[src/rtl/assert_macros.svh]
// Assertion macros for the top-level RTL file of the dechunker.
`ifndef ASSERT_MACROS_SVH
`define ASSERT_MACROS_SVH

// Same-cycle implication, checked on every rising clock edge outside reset.
`define ASSERT_IMPL(label, ante, cons, msg) \
  label: assert property (@(posedge clk_i) disable iff (!rst_ni) (ante) |-> (cons)) \
    else $error(msg);

// Next-cycle implication, checked on every rising clock edge outside reset.
`define ASSERT_NEXT(label, ante, cons, msg) \
  label: assert property (@(posedge clk_i) disable iff (!rst_ni) (ante) |=> (cons)) \
    else $error(msg);

`endif

[src/rtl/hrd_pkg.sv]
// Types, constants and byte classification functions for the dechunker.
`timescale 1ns / 1ps

package hrd_pkg;

  localparam logic [7:0] CHAR_CR = 8'h0D;
  localparam logic [7:0] CHAR_LF = 8'h0A;

  typedef enum logic [2:0] {
    PH_HEADER   = 3'd0,
    PH_BODY     = 3'd1,
    PH_SKIP_PRE = 3'd2,
    PH_SIZE     = 3'd3,
    PH_RUN_REST = 3'd4,
    PH_SKIP_ONE = 3'd5,
    PH_PAYLOAD  = 3'd6,
    PH_DONE     = 3'd7
  } phase_e;

  typedef enum logic [1:0] {
    KIND_HEADER = 2'd0,
    KIND_BODY   = 2'd1,
    KIND_END    = 2'd2,
    KIND_ERROR  = 2'd3
  } kind_e;

  typedef struct packed {
    logic       valid;
    logic [7:0] data;
    kind_e      kind;
  } result_t;

  function automatic logic is_alnum(input logic [7:0] b);
    return (b >= 8'h30 && b <= 8'h39) || (b >= 8'h41 && b <= 8'h5A) ||
           (b >= 8'h61 && b <= 8'h7A);
  endfunction

  function automatic logic is_hex(input logic [7:0] b);
    return (b >= 8'h30 && b <= 8'h39) || (b >= 8'h41 && b <= 8'h46) ||
           (b >= 8'h61 && b <= 8'h66);
  endfunction

  // Value of a hex digit; only meaningful when is_hex() holds.
  function automatic logic [3:0] hex_value(input logic [7:0] b);
    logic [7:0] v;
    if (b <= 8'h39) begin
      v = b - 8'h30;
    end else if (b <= 8'h46) begin
      v = b - 8'h37;
    end else begin
      v = b - 8'h57;
    end
    return v[3:0];
  endfunction

endpackage

[src/rtl/hrd_in_if.sv]
// Request channel carrying response bytes into the dechunker.
`timescale 1ns / 1ps

interface hrd_in_if;
  logic       valid;
  logic       ready;
  logic [7:0] in_byte;
  logic       start_of_response;

  modport source (output valid, output in_byte, output start_of_response, input ready);
  modport sink   (input valid, input in_byte, input start_of_response, output ready);
endinterface

[src/rtl/hrd_out_if.sv]
// Request channel carrying classified bytes and markers out of the dechunker.
`timescale 1ns / 1ps

interface hrd_out_if;
  logic       valid;
  logic       ready;
  logic [7:0] out_byte;
  logic [1:0] byte_kind;

  modport source (output valid, output out_byte, output byte_kind, input ready);
  modport sink   (input valid, input out_byte, input byte_kind, output ready);
endinterface

[src/rtl/http_response_dechunker.sv]
// Data path: a byte accepted into the input register is parsed as it moves
//   into the output register; bytes that cause no result are simply consumed.
// Throughput: one byte per cycle while the output is not stalled.
// Reset (rst_ni low, asynchronous): both stages empty, parser in header phase
//   with all counters zero, chunked mode off.
`timescale 1ns / 1ps
`include "assert_macros.svh"

module http_response_dechunker import hrd_pkg::*; #(
  parameter int SIZE_DIGITS = 7
) (
  input  logic     clk_i,
  input  logic     rst_ni,
  input  logic     cfg_we_i,
  input  logic     cfg_wdata_i,
  hrd_in_if.sink   in_i,
  hrd_out_if.source out_o
);

  logic       chunked_en_q;
  logic       s1_valid_q;
  logic [7:0] s1_byte_q;
  logic       s1_sor_q;
  logic       out_valid_q;
  logic [7:0] out_byte_q;
  kind_e      out_kind_q;

  logic       advance, step, in_ready;
  result_t    res;

  // The input register moves on whenever the output register is free or drained.
  assign advance  = !out_valid_q || out_o.ready;
  assign step     = s1_valid_q && advance;
  assign in_ready = !s1_valid_q || advance;

  assign in_i.ready      = in_ready;
  assign out_o.valid     = out_valid_q;
  assign out_o.out_byte  = out_byte_q;
  assign out_o.byte_kind = out_kind_q;

  always_ff @(posedge clk_i or negedge rst_ni) begin
    if (!rst_ni) begin
      chunked_en_q <= 1'b0;
    end else if (cfg_we_i) begin
      chunked_en_q <= cfg_wdata_i;
    end
  end

  always_ff @(posedge clk_i or negedge rst_ni) begin
    if (!rst_ni) begin
      s1_valid_q <= 1'b0;
    end else if (in_ready) begin
      s1_valid_q <= in_i.valid;
    end
  end

  always_ff @(posedge clk_i) begin
    if (in_ready && in_i.valid) begin
      s1_byte_q <= in_i.in_byte;
      s1_sor_q  <= in_i.start_of_response;
    end
  end

  hrd_parser #(
    .SIZE_DIGITS(SIZE_DIGITS)
  ) u_parser (
    .clk_i       (clk_i),
    .rst_ni      (rst_ni),
    .step_i      (step),
    .byte_i      (s1_byte_q),
    .sor_i       (s1_sor_q),
    .chunked_en_i(chunked_en_q),
    .result_o    (res)
  );

  always_ff @(posedge clk_i or negedge rst_ni) begin
    if (!rst_ni) begin
      out_valid_q <= 1'b0;
    end else if (advance) begin
      out_valid_q <= step && res.valid;
    end
  end

  always_ff @(posedge clk_i) begin
    if (step && res.valid) begin
      out_byte_q <= res.data;
      out_kind_q <= res.kind;
    end
  end

  `ASSERT_NEXT(a_s1_hold, s1_valid_q && !advance, s1_valid_q && $stable(s1_byte_q), "input stage lost a stalled byte")
  `ASSERT_IMPL(a_ready_stall, !in_ready, out_valid_q && !out_o.ready, "input stalled without output backpressure")
  `ASSERT_IMPL(a_marker_zero, step && res.valid && (res.kind == KIND_END || res.kind == KIND_ERROR), res.data == 8'h00, "marker result carries a nonzero byte")

endmodule

[src/rtl/hrd_parser.sv]
// Parser state machine: header terminator match, chunk size read and payload count.
`timescale 1ns / 1ps

module hrd_parser import hrd_pkg::*; #(
  parameter int SIZE_DIGITS = 7
) (
  input  logic       clk_i,
  input  logic       rst_ni,
  input  logic       step_i,
  input  logic [7:0] byte_i,
  input  logic       sor_i,
  input  logic       chunked_en_i,
  output result_t    result_o
);

  localparam int AccW = 4 * SIZE_DIGITS;
  localparam int CntW = $clog2(SIZE_DIGITS + 1);

  phase_e            phase_q, phase_d, phase_c;
  logic [1:0]        term_q, term_d, term_c;
  logic [AccW-1:0]   accum_q, accum_d, accum_c, accum_shift;
  logic [CntW-1:0]   count_q, count_d, count_c;
  logic [AccW-1:0]   left_q, left_d, left_c, left_dec;

  logic       alnum, hexd, term_hit, count_full;
  logic [3:0] hexv;

  // A start of response clears the parser before this byte is handled.
  always_comb begin
    phase_c = sor_i ? PH_HEADER : phase_q;
    term_c  = sor_i ? 2'd0 : term_q;
    accum_c = sor_i ? '0 : accum_q;
    count_c = sor_i ? '0 : count_q;
    left_c  = sor_i ? '0 : left_q;
  end

  assign alnum       = is_alnum(byte_i);
  assign hexd        = is_hex(byte_i);
  assign hexv        = hex_value(byte_i);
  assign term_hit    = (byte_i == (term_c[0] ? CHAR_LF : CHAR_CR));
  assign count_full  = (count_c == CntW'(SIZE_DIGITS));
  assign accum_shift = (accum_c << 4) | AccW'(hexv);
  assign left_dec    = (left_c != '0) ? left_c - AccW'(1) : left_c;

  // Next phase.
  always_comb begin
    phase_d = phase_c;
    case (phase_c)
      PH_HEADER: begin
        if (term_hit && term_c == 2'd3) begin
          phase_d = chunked_en_i ? PH_SKIP_PRE : PH_BODY;
        end
      end
      PH_BODY: phase_d = PH_BODY;
      PH_SKIP_PRE: begin
        if (alnum) begin
          phase_d = hexd ? PH_SIZE : PH_RUN_REST;
        end
      end
      PH_SIZE: begin
        if (!alnum) begin
          phase_d = (accum_c == '0) ? PH_DONE : PH_SKIP_ONE;
        end else if (!hexd) begin
          phase_d = PH_RUN_REST;
        end else if (count_full) begin
          phase_d = PH_DONE;
        end
      end
      PH_RUN_REST: begin
        if (!alnum) begin
          phase_d = (accum_c == '0) ? PH_DONE : PH_SKIP_ONE;
        end
      end
      PH_SKIP_ONE: phase_d = PH_PAYLOAD;
      PH_PAYLOAD: begin
        if (left_dec == '0) begin
          phase_d = PH_SKIP_PRE;
        end
      end
      PH_DONE: phase_d = PH_DONE;
      default: phase_d = PH_DONE;
    endcase
  end

  // Result and datapath updates.
  always_comb begin
    result_o = '{valid: 1'b0, data: 8'h00, kind: KIND_HEADER};
    term_d   = term_c;
    accum_d  = accum_c;
    count_d  = count_c;
    left_d   = left_c;
    case (phase_c)
      PH_HEADER: begin
        if (term_hit) begin
          term_d = (term_c == 2'd3) ? 2'd0 : term_c + 2'd1;
        end else begin
          // A CR that breaks a partial match starts a new one.
          term_d = (byte_i == CHAR_CR) ? 2'd1 : 2'd0;
        end
        result_o = '{valid: 1'b1, data: byte_i, kind: KIND_HEADER};
      end
      PH_BODY: result_o = '{valid: 1'b1, data: byte_i, kind: KIND_BODY};
      PH_SKIP_PRE: begin
        if (alnum) begin
          accum_d = hexd ? AccW'(hexv) : '0;
          count_d = hexd ? CntW'(1) : '0;
        end
      end
      PH_SIZE: begin
        if (!alnum) begin
          left_d = accum_c;
          if (accum_c == '0) begin
            result_o = '{valid: 1'b1, data: 8'h00, kind: KIND_END};
          end
        end else if (hexd) begin
          if (count_full) begin
            result_o = '{valid: 1'b1, data: 8'h00, kind: KIND_ERROR};
          end else begin
            accum_d = accum_shift;
            count_d = count_c + CntW'(1);
          end
        end
      end
      PH_RUN_REST: begin
        if (!alnum) begin
          left_d = accum_c;
          if (accum_c == '0) begin
            result_o = '{valid: 1'b1, data: 8'h00, kind: KIND_END};
          end
        end
      end
      PH_PAYLOAD: begin
        left_d   = left_dec;
        result_o = '{valid: 1'b1, data: byte_i, kind: KIND_BODY};
      end
      default: begin
        result_o = '{valid: 1'b0, data: 8'h00, kind: KIND_HEADER};
      end
    endcase
  end

  always_ff @(posedge clk_i or negedge rst_ni) begin
    if (!rst_ni) begin
      phase_q <= PH_HEADER;
      term_q  <= 2'd0;
      accum_q <= '0;
      count_q <= '0;
      left_q  <= '0;
    end else if (step_i) begin
      phase_q <= phase_d;
      term_q  <= term_d;
      accum_q <= accum_d;
      count_q <= count_d;
      left_q  <= left_d;
    end
  end

endmodule

[src/flat_wrapper.sv]
// flat-port wrapper written by rule: the top's interface ports become plain ports
module http_response_dechunker_flat import hrd_pkg::*;
#(
  parameter int SIZE_DIGITS = 7
)
  (clk_i, rst_ni, cfg_we_i, cfg_wdata_i, in_i_valid, in_i_in_byte, in_i_start_of_response, in_i_ready, out_o_valid, out_o_out_byte, out_o_byte_kind, out_o_ready);
  hrd_in_if in_i_i ();
  hrd_out_if out_o_i ();
  input  logic clk_i;
  input  logic rst_ni;
  input  logic cfg_we_i;
  input  logic cfg_wdata_i;
  input wire logic [$bits(in_i_i.valid)-1:0] in_i_valid;
  input wire logic [$bits(in_i_i.in_byte)-1:0] in_i_in_byte;
  input wire logic [$bits(in_i_i.start_of_response)-1:0] in_i_start_of_response;
  output wire logic [$bits(in_i_i.ready)-1:0] in_i_ready;
  output wire logic [$bits(out_o_i.valid)-1:0] out_o_valid;
  output wire logic [$bits(out_o_i.out_byte)-1:0] out_o_out_byte;
  output wire logic [$bits(out_o_i.byte_kind)-1:0] out_o_byte_kind;
  input wire logic [$bits(out_o_i.ready)-1:0] out_o_ready;
  assign in_i_i.valid = in_i_valid;
  assign in_i_i.in_byte = in_i_in_byte;
  assign in_i_i.start_of_response = in_i_start_of_response;
  assign in_i_ready = in_i_i.ready;
  assign out_o_valid = out_o_i.valid;
  assign out_o_out_byte = out_o_i.out_byte;
  assign out_o_byte_kind = out_o_i.byte_kind;
  assign out_o_i.ready = out_o_ready;
  http_response_dechunker #(.SIZE_DIGITS(SIZE_DIGITS)) u_core (.clk_i(clk_i), .rst_ni(rst_ni), .cfg_we_i(cfg_we_i), .cfg_wdata_i(cfg_wdata_i), .in_i(in_i_i), .out_o(out_o_i));
endmodule
[config.mk]
export PLATFORM = sky130hd
export DESIGN_NAME = http_response_dechunker_flat
export DESIGN_NICKNAME = d
export VERILOG_FILES = /design/src/rtl/hrd_pkg.sv /design/src/rtl/hrd_in_if.sv /design/src/rtl/hrd_out_if.sv /design/src/rtl/http_response_dechunker.sv /design/src/rtl/hrd_parser.sv /design/src/flat_wrapper.sv
export VERILOG_INCLUDE_DIRS = /design/src /design/src/rtl
export SDC_FILE = /design/constraint.sdc
export NUM_CORES = 1
export LEC_CHECK = 0
export BUFFER_PORTS_ARGS = -buffer_cell sky130_fd_sc_hd__buf_2
export CAP_MARGIN = 20
export CORE_MARGIN = 2
export CORE_UTILIZATION = 35
export CTS_CLUSTER_SIZE = 8
export DETAILED_ROUTE_END_ITERATION = 6
export PLACE_DENSITY = 0.57
export RECOVER_POWER = 50
export SETUP_SLACK_MARGIN = 0.5
export SLEW_MARGIN = 20
export SYNTH_ARGS = -nofsm -noshare
export SYNTH_HDL_FRONTEND = slang
export SYNTH_SLANG_ARGS = --single-unit
[constraint.sdc]
create_clock -name clk_i -period 3.9 [get_ports clk_i]
set_clock_uncertainty 0.05 [all_clocks]
set_input_delay 0.975 -clock clk_i [delete_from_list [all_inputs] [get_ports clk_i]]
set_output_delay 0.975 -clock clk_i [all_outputs]
set_load 0.005 [all_outputs]
### Word level (Yosys, flattened, before mapping)

Cells that the tools add are included.

* add/subtract/negate cells: 6
* $lt $le $gt $ge: 8
* equal/unequal tests: 11
* muxes and demuxes: 44
* bitwise gates (word level): 1
* reduce and logical (&&, ||, !) cells: 23

Operators with widths (number)
* $mux 28: 8
* $pmux 28 s2: 2
* $logic_not 28->1: 2
* $mux 11: 5
* $mux 3: 15
* $pmux 11 s4: 1
* $le 8x7->1 const B: 4
* $or 28x4->28: 1
* $reduce_bool 28->1: 1
* $sub 28x1->28 const B: 1
* $pmux 3 s8: 1
* $ge 8x7->1 const B: 2
* $eq 3x3->1 const B: 5
* $mux 2: 6
* $mux 4: 3
* $logic_and 1x1->1: 9
* $eq 8x4->1: 1
* $eq 8x4->1 const B: 1
* $ge 8x6->1 const B: 1
* $le 8x6->1 const B: 1
* $sub 4x3->4 const B: 2
* $eq 3x2->1 const B: 2
* $logic_or 1x1->1: 6
* $pmux 3 s2: 1
* other kinds (9): 12

* register bits after elaboration: 86
* bits of input ports: 15
* output and inout port bits: 12
* logic and storage cells: 105

### Longest topological paths before layout

Gate-level depths: netlist of run 1.

* depth in word-level cells: 8
* mapped depth: 15
* gate-level depth less buffers: 11

### Cells and area by module

From an unflattened synthesis of run 1, not the netlist that was laid out.

* cell total of the unflattened synthesis: 565
* area, all modules: 5325.1 sq um

By module, submodules not included
* hrd_parser: instances 1, cells each 534, area each 4606.9 sq um, seq. area each 1601.5 sq um
* http_response_dechunker: instances 1, cells each 31, area each 718.2 sq um, seq. area each 645.6 sq um

### Least setup slack after synthesis of run 1

Ideal clock, no wire load.

* path type: reg2reg
* from: register u_core.s1_sor_q
* to: register u_core.u_parser.phase_q[2]
* library setup time: 143 ps
* arrival: 3285 ps
* required time: 3707 ps
* path slack: 423 ps
* cell stages (with the launch flop): 15
* buffers on the path: 5
* clock period less this slack: 3477 ps
* path through: edfxtp_1 > clkbuf_1 > clkbuf_1 > buf_1 > clkbuf_1 > buf_1 > nor2b_1 > ha_1 > nand3_1 > o21ai_1 > a32o_1 > a2111oi_2 > nand4_1 > nor4_1 > a221oi_1

* cells in the longest elaborated chain, start to end: 6
* elaborated cells between the ends (all ways): 29
* those cells by class: add/sub: 1; eq/ne: 10; mux: 14; reduce/logical: 4

Ends and longest elaborated chain
* start: declaration: line http_response_dechunker.sv:23 `logic s1_sor_q;`
* start signal: assignment: line http_response_dechunker.sv:60 `s1_sor_q <= in_i.start_of_response;`
* $mux 28, or another cell as far along: line hrd_parser.sv:34 `left_c = sor_i ? '0 : left_q;`
* $sub 28x1->28, or another cell as far along: line hrd_parser.sv:43 `assign left_dec = (left_c != '0) ? left_c - AccW'(1) : left_c;`
* $mux 28, or another cell as far along: line hrd_parser.sv:43
* $logic_not 28->1, or another cell as far along: line hrd_parser.sv:76 `if (left_dec == '0) begin`
* $mux 3, on equally long branches: line hrd_parser.sv:76, hrd_parser.sv:50, hrd_parser.sv:61
* $pmux 3 s8 (*): line hrd_parser.sv:48 `case (phase_c)`
* end signal: assignment: line hrd_parser.sv:150 `phase_q <= phase_d;`
* end: declaration: line hrd_parser.sv:19 `phase_e phase_q, phase_d, phase_c;`

Mark *: on every way between the ends. The rest lies on a longest branch, timed or not.
A chain may end at the register's enable or synchronous reset.

### Worst setup path in the final report of run 1

* from: register u_core.u_parser.left_q[3]
* to: register u_core.u_parser.phase_q[2]

* cells in the longest elaborated chain, start to end: 6
* elaborated cells between the ends (all ways): 7
* those cells by class: add/sub: 1; mux: 4; reduce/logical: 2

Ends and longest elaborated chain
* start: declaration: line hrd_parser.sv:23 `logic [AccW-1:0] left_q, left_d, left_c, left_dec;`
* start signal: assignment: line hrd_parser.sv:154 `left_q <= left_d;`
* $mux 28 (*): line hrd_parser.sv:34
* $sub 28x1->28 or $reduce_bool 28->1 (tied branches): line hrd_parser.sv:43
* $mux 28 (*): line hrd_parser.sv:43
* $logic_not 28->1 (*): line hrd_parser.sv:76
* $mux 3 (*): line hrd_parser.sv:76
* $pmux 3 s8 (*): line hrd_parser.sv:48

Marks and branches as above.

==> metrics.md, run 1 <==
| Metric | Value |
|---|---|
| Status | `finished, violations left` |
| Failing checks | `max-capacitance violations, max-slew violations` |
| Maximum root-to-sink buffer count | `2` |
| Simple-gate share of the synthesized area | `25.51%` |
| Row count | `47` |
| CTS sink cnt | `between 80 and 90` |
| Fin. max-slew vios | `26` |
| Ratio of cells with drive above 1 in the final layout | `11.76%` |
| CP max stage cell | `or4_1` |
| CTS H-tree lvls | `3` |
| Root Driver | `clkbuf_16` |
| Synth top cells by count | `nor2_1, nand2_1, o21ai_0` |
| DRT Pass-1 Iters | `5` |
| Initial Utilization | `35.65%` |
| Final core occ | `39.99%` |
| First-pass GRT wire length | `30840 microns` |
| Cell area after layout | `6585 sq um` |
| Synth top area cells | `dfrtp_1, edfxtp_1, o21ai_0, nor2_1, nand2_1` |
| DRT antenna net count | `0` |
| DPL Wire Length | `between 10000 and 15000 microns` |
| Placed insts | `approximately 900` |
| Avg Inst Size Synth | `8.471 sq um` |
| Crit-path max cell delay | `approximately 0.67 ns` |
| HP Start | `u_core.u_parser.term_q[0]` |
| Routed wire length | `just under 20000 microns` |
| Ys async rst share | `77.91%` |
| Period utilization | `between 80% and 90%` |
| Final setup violation count | `0` |
| RSZ-0062 raised after global routing | `yes` |
| Crit. End Element | `flip-flop` |
| Routed vias | `5821` |
| Hold Crit Class | `flip-flop to flip-flop` |
| Cell with the most instances after synthesis | `nor2_1` |
| Crit Path Class | `flip-flop to flip-flop` |
| Total track usage | `22.13%` |
| Largest net degree at the start of global routing | `38` |
| DRC violation total after the first TritonRoute iteration | `753` |
| Synthesis Warnings | `0` |
| FMAX | `0.2992 GHz` |
| Ports | `27` |
| Layout Nets | `732` |
| Post-synthesis compound-gate area fraction | `25.66%` |
| Flop pwr share | `35.8%` |
| Worst path required time | `slightly above 4 ns` |
| RePlAce Congestion | `between 0.9 and 1` |
| Combinational group share of total power | `37.2%` |
| Pwr Density | `491.9 nW/um^2` |
| Critical path origin | `u_core.u_parser.left_q[3]` |
| Main combinational cell family by area after synthesis | `compound AO/OA/AOI/OAI gates` |
| Sw Share | `between 30% and 40%` |
| Cell Int Power | `1.972 mW` |
| P&R area growth vs syn | `12.17%` |
| Number of max-cap violations | `1` |
| Post-Syn Nets | `716` |
| Die W | `133.5 microns` |
| ANT cells | `0` |
| Port Buf Inserts | `26` |
| Share of the synthesized area in the top cell type | `28.56%` |
| CTS tree | `built` |
| Endpoints failing hold | `0` |
| Post-synthesis mux area share | `3.794%` |
| Fraction of synthesized cell area in xor and xnor cells | `1.044%` |
| Crit path DAT | `3.49 ns` |
| CORE AREA | `16470 sq um` |
| Final setup TNS | `0 ns` |
| Psw | `about 1.3 mW` |
| Post-synth EDFFs | `19` |
| Initial antenna violation count | `0` |
| Critical R2R Launch | `u_core.u_parser.left_q[3]` |
| Cell count after synthesis | `just under 700` |
| Die Span Y | `133.5 microns` |
| Mean number of vias per cell | `6.232` |
| Average routed wire per standard cell | `about 21 microns` |
| Vias in the first global route | `between 5000 and 6000` |
| Clock power share | `26.9%` |
| Worst Setup Start Kind | `flip-flop` |
| Yosys reg bits | `86` |
| Synth Area in Adders | `roughly 1.7%` |
| Register area share after synthesis | `38.28%` |
| Static leakage power | `2.713 nW` |
| Critical-path cell list | `nor4_4, nand2_1, or4_1, o311ai_0, nand4_1, nor4_1, a221oi_1` |
| Reg2reg setup slack | `0.56 ns` |
| DR DRC count | `0` |
| Min Tclk post-route | `3.342 ns` |
| Clock transition at the registers of the reported paths | `0.07 ns` |
| Placed Instance Area | `6259 sq um` |
| Slew Limit Headroom | `-5.624%` |
| Distinct cell type count after synthesis | `78` |
| Peak supply drop | `0.2217 mV` |
| Largest fanout on the critical path | `10` |
| Post-Syn Area | `5871 sq um` |
| Non-Filler Instances | `934` |
| GRT Residual Overflow | `0` |
| Clk_lat worst skew | `0.35 ns` |
| Top FF cell, synth | `dfrtp_1` |
| Largest area contributor in the netlist | `dfrtp_1` |
| Worst-margin pin slew | `1.584 ns` |
| Die footprint | `17820 sq um` |
| CTS buffer count | `9` |
==> power by group through the flow <==
stage	registers (mW)	clock network, mW	logic, mW
2_1_floorplan	1.10	0	0.846
3_3_place_gp	1.17	0	1.13
3_5_place_dp	1.17	0	1.14
4_1_cts	1.15	0.887	1.15
5_1_grt	1.17	0.923	1.31
6_report	1.16	0.873	1.21
==> metrics by stage <==
stage                     power, mW  hold WS, ns  worst slack [ns]
after detailed placement      2.313       0.4282            0.5163
after global routing          3.407       0.4770            0.3963
after floorplan               1.947       0.3981            0.5091
final                         3.239       0.4406            0.5575
after global placement        2.301       0.4145            0.5361
after CTS                     3.189       0.4441            0.5204
==> critical path, delay by kind of cell (launching register included) <==
kind               cells  cell delay [ns]
DFF                    1             0.52
AOI/OAI and AO/OA      2             0.74
and+or+nand+nor        5             1.87
==> cells in the final DEF, fill, tap and decap left out, types with 4 or more instances in the layout <==
master     count
nor2_1        74
nand2_1       70
o21ai_0       69
dfrtp_1       67
a21oi_1       34
o22ai_1       24
a22o_1        24
buf_2         23
buf_4         22
mux2i_1       20
edfxtp_1      19
nor2b_1       17
nor3_1        17
nor4_1        16
inv_1         13
nand3_1       13
nand4_1       11
a31oi_1       11
nand2b_1      10
clkbuf_16      9
and3_1         8
a22oi_1        8
ha_1           8
clkbuf_1       8
or3_1          7
a211oi_1       7
o31ai_1        5
and2_1         4
nor3b_1        4
or2_2          4
a21o_1         4
xnor2_1        4
a221oi_1       4
==> final timing paths <==
path | to | cells past startpoint
setup reg to reg | u_core.u_parser.phase_q[2] | 7
min in group asynchronous | u_core.u_parser.left_q[26] | 1
hold / removal | u_core.u_parser.term_q[0] | 1
hold reg to reg | u_core.u_parser.term_q[0] | 1
setup / recovery | u_core.u_parser.phase_q[2] | 7
max in group asynchronous | u_core.u_parser.accum_q[12] | 2
==> state kept, by name (all words and copies together), names as in the netlist <==
signal	cells
u_core.chunked_en_q	1
u_core.u_parser.phase_q	3
u_core.s1_sor_q	1
u_core.s1_byte_q	8
u_core.out_o.valid	1
u_core.u_parser.count_q	3
u_core.u_parser.accum_q	28
u_core.u_parser.left_q	28
u_core.out_o.byte_kind	2
u_core.u_parser.term_q	2
u_core.s1_valid_q	1
u_core.out_o.out_byte	8
==> final cells by class <==
| class | count | area [sq um] |
|---|---|---|
| tap | 220 | 275.3 |
| timing repair buffer | 50 | 299.0 |
| fill | 1680 | 9881 |
| sequential | 86 | 2247 |
| clock buffer | 12 | 236.5 |
| clock inverter | 4 | 48.80 |
| inverter | 13 | 48.80 |
| multi-input combinational | 549 | 3430 |
==> what timing repair did <==
| action | 4_1_cts | 5_1_grt |
|---|---|---|
| gates cloned | 0 | 0 |
| setup buffers | 0 | 4 |
| pin swaps | 0 | 1 |
| endpoints found under the setup margin | 12 | 26 |
| gates resized for setup | 1 | 4 |
| hold buffers | 0 | 0 |
==> routing by layer <==
layer,share of wire [%],track usage [%],vias up
met5,0,0,-
met3,8.5,4.224,36
met1,44,31.07,2835
met2,45,33.99,306
met4,2.5,8.097,0
li1,-,-,2644
==> logic make-up after synthesis <==
kind of cell / Yosys count
AO/OA/AOI/OAI: 229
XOR/XNOR: 7
adder cells (fa/ha/maj): 8
buffers and inverters: 58
flip-flops: 86
multiplexers: 22
AND/OR/NAND/NOR: 283
No activity file was read; power rests on OpenSTA's default activity.
==> run 2, diff against run 1 <==
--- a/config.mk
+++ b/config.mk
@@ -12,7 +12,7 @@
 export CORE_UTILIZATION = 35
 export CTS_CLUSTER_SIZE = 8
 export DETAILED_ROUTE_END_ITERATION = 6
-export PLACE_DENSITY = 0.57
+export PLACE_DENSITY = 0.59
 export RECOVER_POWER = 50
 export SETUP_SLACK_MARGIN = 0.5
 export SLEW_MARGIN = 20
==> constraint.sdc (replaced) <==
create_clock -name clk_i -period 2.7 [get_ports clk_i]
set_clock_uncertainty 0.05 [all_clocks]
set_input_delay 0.675 -clock clk_i [delete_from_list [all_inputs] [get_ports clk_i]]
set_output_delay 0.675 -clock clk_i [all_outputs]
set_load 0.005 [all_outputs]
==> run 2 against run 1 <==
  * The flow finishes with violations (negative setup slack)
  * Global-route usage up 4.7 points
  * Highest routed layer unchanged
  * Non-clock buffer count up 166
  * Worst setup slack worse by 0.57 ns
  * Core utilization up 15 points
  * Sequential power up 39%
  * Register-to-register slack worse by 0.57 ns
  * Sequential cell count unchanged
  * First-iteration DRC count down 7.7%
  * Final cell count up 18%
  * Clock power up 50%
  * Total power up 86%
==> metrics.md, run 2 (same netlist as run 1, synthesis figures left out) <==
| Metric | Value |
|---|---|
| Status | `finished, violations left` |
| Failing checks | `negative setup slack` |
| Crit Path Class | `flip-flop to flip-flop` |
| Crit path DAT | `2.89 ns (-0.60 ns)` |
| Buf/Inv on CP | `1 (+1)` |
| CORE AREA | `16470 sq um (unchanged)` |
| Die Span Y | `133.5 microns (unchanged)` |
| Worst Setup Start Kind | `flip-flop` |
| P&R area growth vs syn | `55.37%` |
| Average routed wire per standard cell | `21.96 microns (+4.4%)` |
| DPL Wire Length | `16720 microns (+20%)` |
| Family with the most delay on the worst path | `simple AND/OR/NAND/NOR gates` |
| DRC violation total after the first TritonRoute iteration | `695 (-7.7%)` |
| Maximum root-to-sink buffer count | `2 (unchanged)` |
| Total track usage | `26.82% (+4.7 points)` |
| Hold Crit Class | `input port to asynchronous set/reset pin` |
| R2R Path End | `u_core.u_parser.phase_q[2]` |
| Period utilization | `100.5% (+15 points)` |
| Clk_lat worst skew | `0.35 ns (about the same)` |
| Layout Nets | `900 (+23%)` |
| Worst path most repeated cell | `o211ai_1` |
| CTS tree | `built` |
| DRT Pass-1 Iters | `5 (unchanged)` |
| Final setup margin | `-0.01321 ns (-0.5708 ns)` |
| Mean number of vias per cell | `6.037 (-3.1%)` |
| Initial antenna violation count | `0 (unchanged)` |
| Ports | `27 (unchanged)` |
| FMAX | `0.3686 GHz (+23%)` |
| DR DRC count | `0 (unchanged)` |
| Reg2reg setup slack | `-0.01 ns (-0.57 ns)` |
| Slew Limit Headroom | `30.48% (+36 points)` |
| Routed vias | `6653 (+14%)` |
| DRT antenna net count | `0 (unchanged)` |
| GRT Residual Overflow | `0 (unchanged)` |
| Row count | `47 (unchanged)` |
| First-pass GRT wire length | `36900 microns (+20%)` |
| Min Tclk post-route | `2.713 ns (-0.6292 ns)` |
| CTS sink cnt | `86 (unchanged)` |
| RePlAce Congestion | `0.9296 (-5.9%)` |
| Peak supply drop | `0.4590 mV (+110%)` |
| Ratio of cells with drive above 1 in the final layout | `43.99% (+32 points)` |
| Worst path required time | `2.88 ns (-1.17 ns)` |
| Endpoints failing hold | `0 (unchanged)` |
| Die footprint | `17820 sq um (unchanged)` |
| Number of max-cap violations | `0 (-1)` |
| Critical-path cell list | `buf_4, nor4_4, nand4b_2, or4_4, and3_4, o211ai_1, o211ai_1, nor4_1, a221oi_1` |
| Final hold slack | `0.3658 ns (-0.07476 ns)` |
| CTS H-tree lvls | `3 (unchanged)` |
| Critical R2R Launch | `u_core.u_parser.left_q[12]` |
| Most common cell after layout, fill and taps aside | `buf_4` |
| Port Buf Inserts | `26 (unchanged)` |
| Clock transition at the registers of the reported paths | `0.07 ns (about the same)` |
| Critical path origin | `u_core.u_parser.left_q[12]` |
| CTS buffer count | `9 (unchanged)` |
| Worst-margin pin slew | `1.043 ns (-0.5415 ns)` |
| Depth of the worst register-to-register path | `9 (+2)` |
| Most frequent cells in the layout | `buf_4, dfrtp_1, nand2_1, nor2_1, o21ai_1` |
| Pwr Density | `662.2 nW/um^2 (+35%)` |
| Final core occ | `55.40% (+15 points)` |
| RSZ-0062 raised after global routing | `yes` |
| Die W | `133.5 microns (unchanged)` |
| Fin. max-slew vios | `0 (-100%)` |
| Stages on the worst setup path | `9 (+2)` |
| Vias in the first global route | `6473 (+18%)` |
| Final setup violation count | `1 (+1)` |
| Root Driver | `clkbuf_16` |
| Crit-path max cell delay | `0.59 ns (-0.08 ns)` |
| ANT cells | `0 (unchanged)` |
| Regs by FF count | `u_core.u_parser.accum_q (28), u_core.u_parser.left_q (28)` |
| Crit. End Element | `flip-flop` |
| Static leakage power | `3.853 nW (+42%)` |
| CP max stage cell | `or4_4` |
| Largest fanout on the critical path | `5 (-5)` |
| Initial Utilization | `35.65% (unchanged)` |
| Crit path capture | `u_core.u_parser.phase_q[2]` |
| Largest net degree at the start of global routing | `40 (+5.3%)` |
| Routed wire length | `24200 microns (+23%)` |
## run 2: cell count changes in the layout (fill, tap and decap cells not counted), moves of 11 or more
cell	before	now
o22ai_1	24	13
o21ai_2	0	11
nor2_4	0	15
buf_4	22	138
a21oi_1	34	21
nor2_1	74	55
o21ai_0	69	19
o21ai_1	1	37
buf_6	0	36
## run 2: cell type report
class	instances	area, sq um
Fill cell	1443	7345
Multi-Input combinational cell	551	4378
Sequential cell	86	2250
Timing Repair Buffer	216	1861
Tap cell	220	275.3
Clock buffer	13	260.3
Inverter	13	53.80
Clock inverter	3	43.79
## run 2: worst min-delay path by stage
stage / cells past startpoint / endpoint / slack (ns)
2_1_floorplan: 0 / u_core.chunked_en_q / 0.33
3_3_place_gp: 1 / u_core.u_parser.term_q[0] / 0.42
3_5_place_dp: 1 / u_core.u_parser.term_q[0] / 0.43
4_1_cts: 1 / u_core.u_parser.left_q[24] / 0.18
5_1_grt: 1 / u_core.u_parser.left_q[24] / 0.40
6_report: 1 / u_core.u_parser.left_q[24] / 0.37
## run 2: metrics by stage
stage          power, mW  area, sq um  setup TNS (ns)  instances  worst slack (ns)
6_report           6.040         9121        -0.01321       1102          -0.01321
3_3_place_gp       3.905         7432         -0.1605       1031           -0.1469
5_1_grt            6.312         9121          -1.994       1102           -0.1239
3_5_place_dp       3.934         7432          -1.386       1031           -0.1510
4_1_cts            5.756         8716               0       1090           0.04287
2_1_floorplan      2.993         6272        -0.01455        693          -0.01455
## run 2: repair_timing
item                                    in CTS  in global routing
hold buffers                                 0                  0
endpoints found under the setup margin      74                 82
pin swaps                                   76                 56
setup buffers                               38                 12
hold endpoints to repair                     0                  0
cloned                                       5                  0
gates resized for setup                    151                 70
## run 2: routing by layer
| metal | wire [microns] | part of all wire, % | up-vias | track usage (%) |
|---|---|---|---|---|
| met5 | 0 | 0 | - | 0 |
| met4 | 724 | 3.0 | 0 | 9.988 |
| met3 | 1645 | 6.8 | 52 | 4.262 |
| met2 | 11360 | 47 | 270 | 43.47 |
| met1 | 10470 | 43 | 3338 | 36.26 |
| li1 | - | - | 2993 | - |
## run 2: power by group
part	total [mW]	switching, mW	internal (mW)	leakage [nW]
logic	3.13	1.68	1.45	2.60
registers	1.61	0.119	1.49	1.10
clock network	1.31	0.536	0.769	0.150
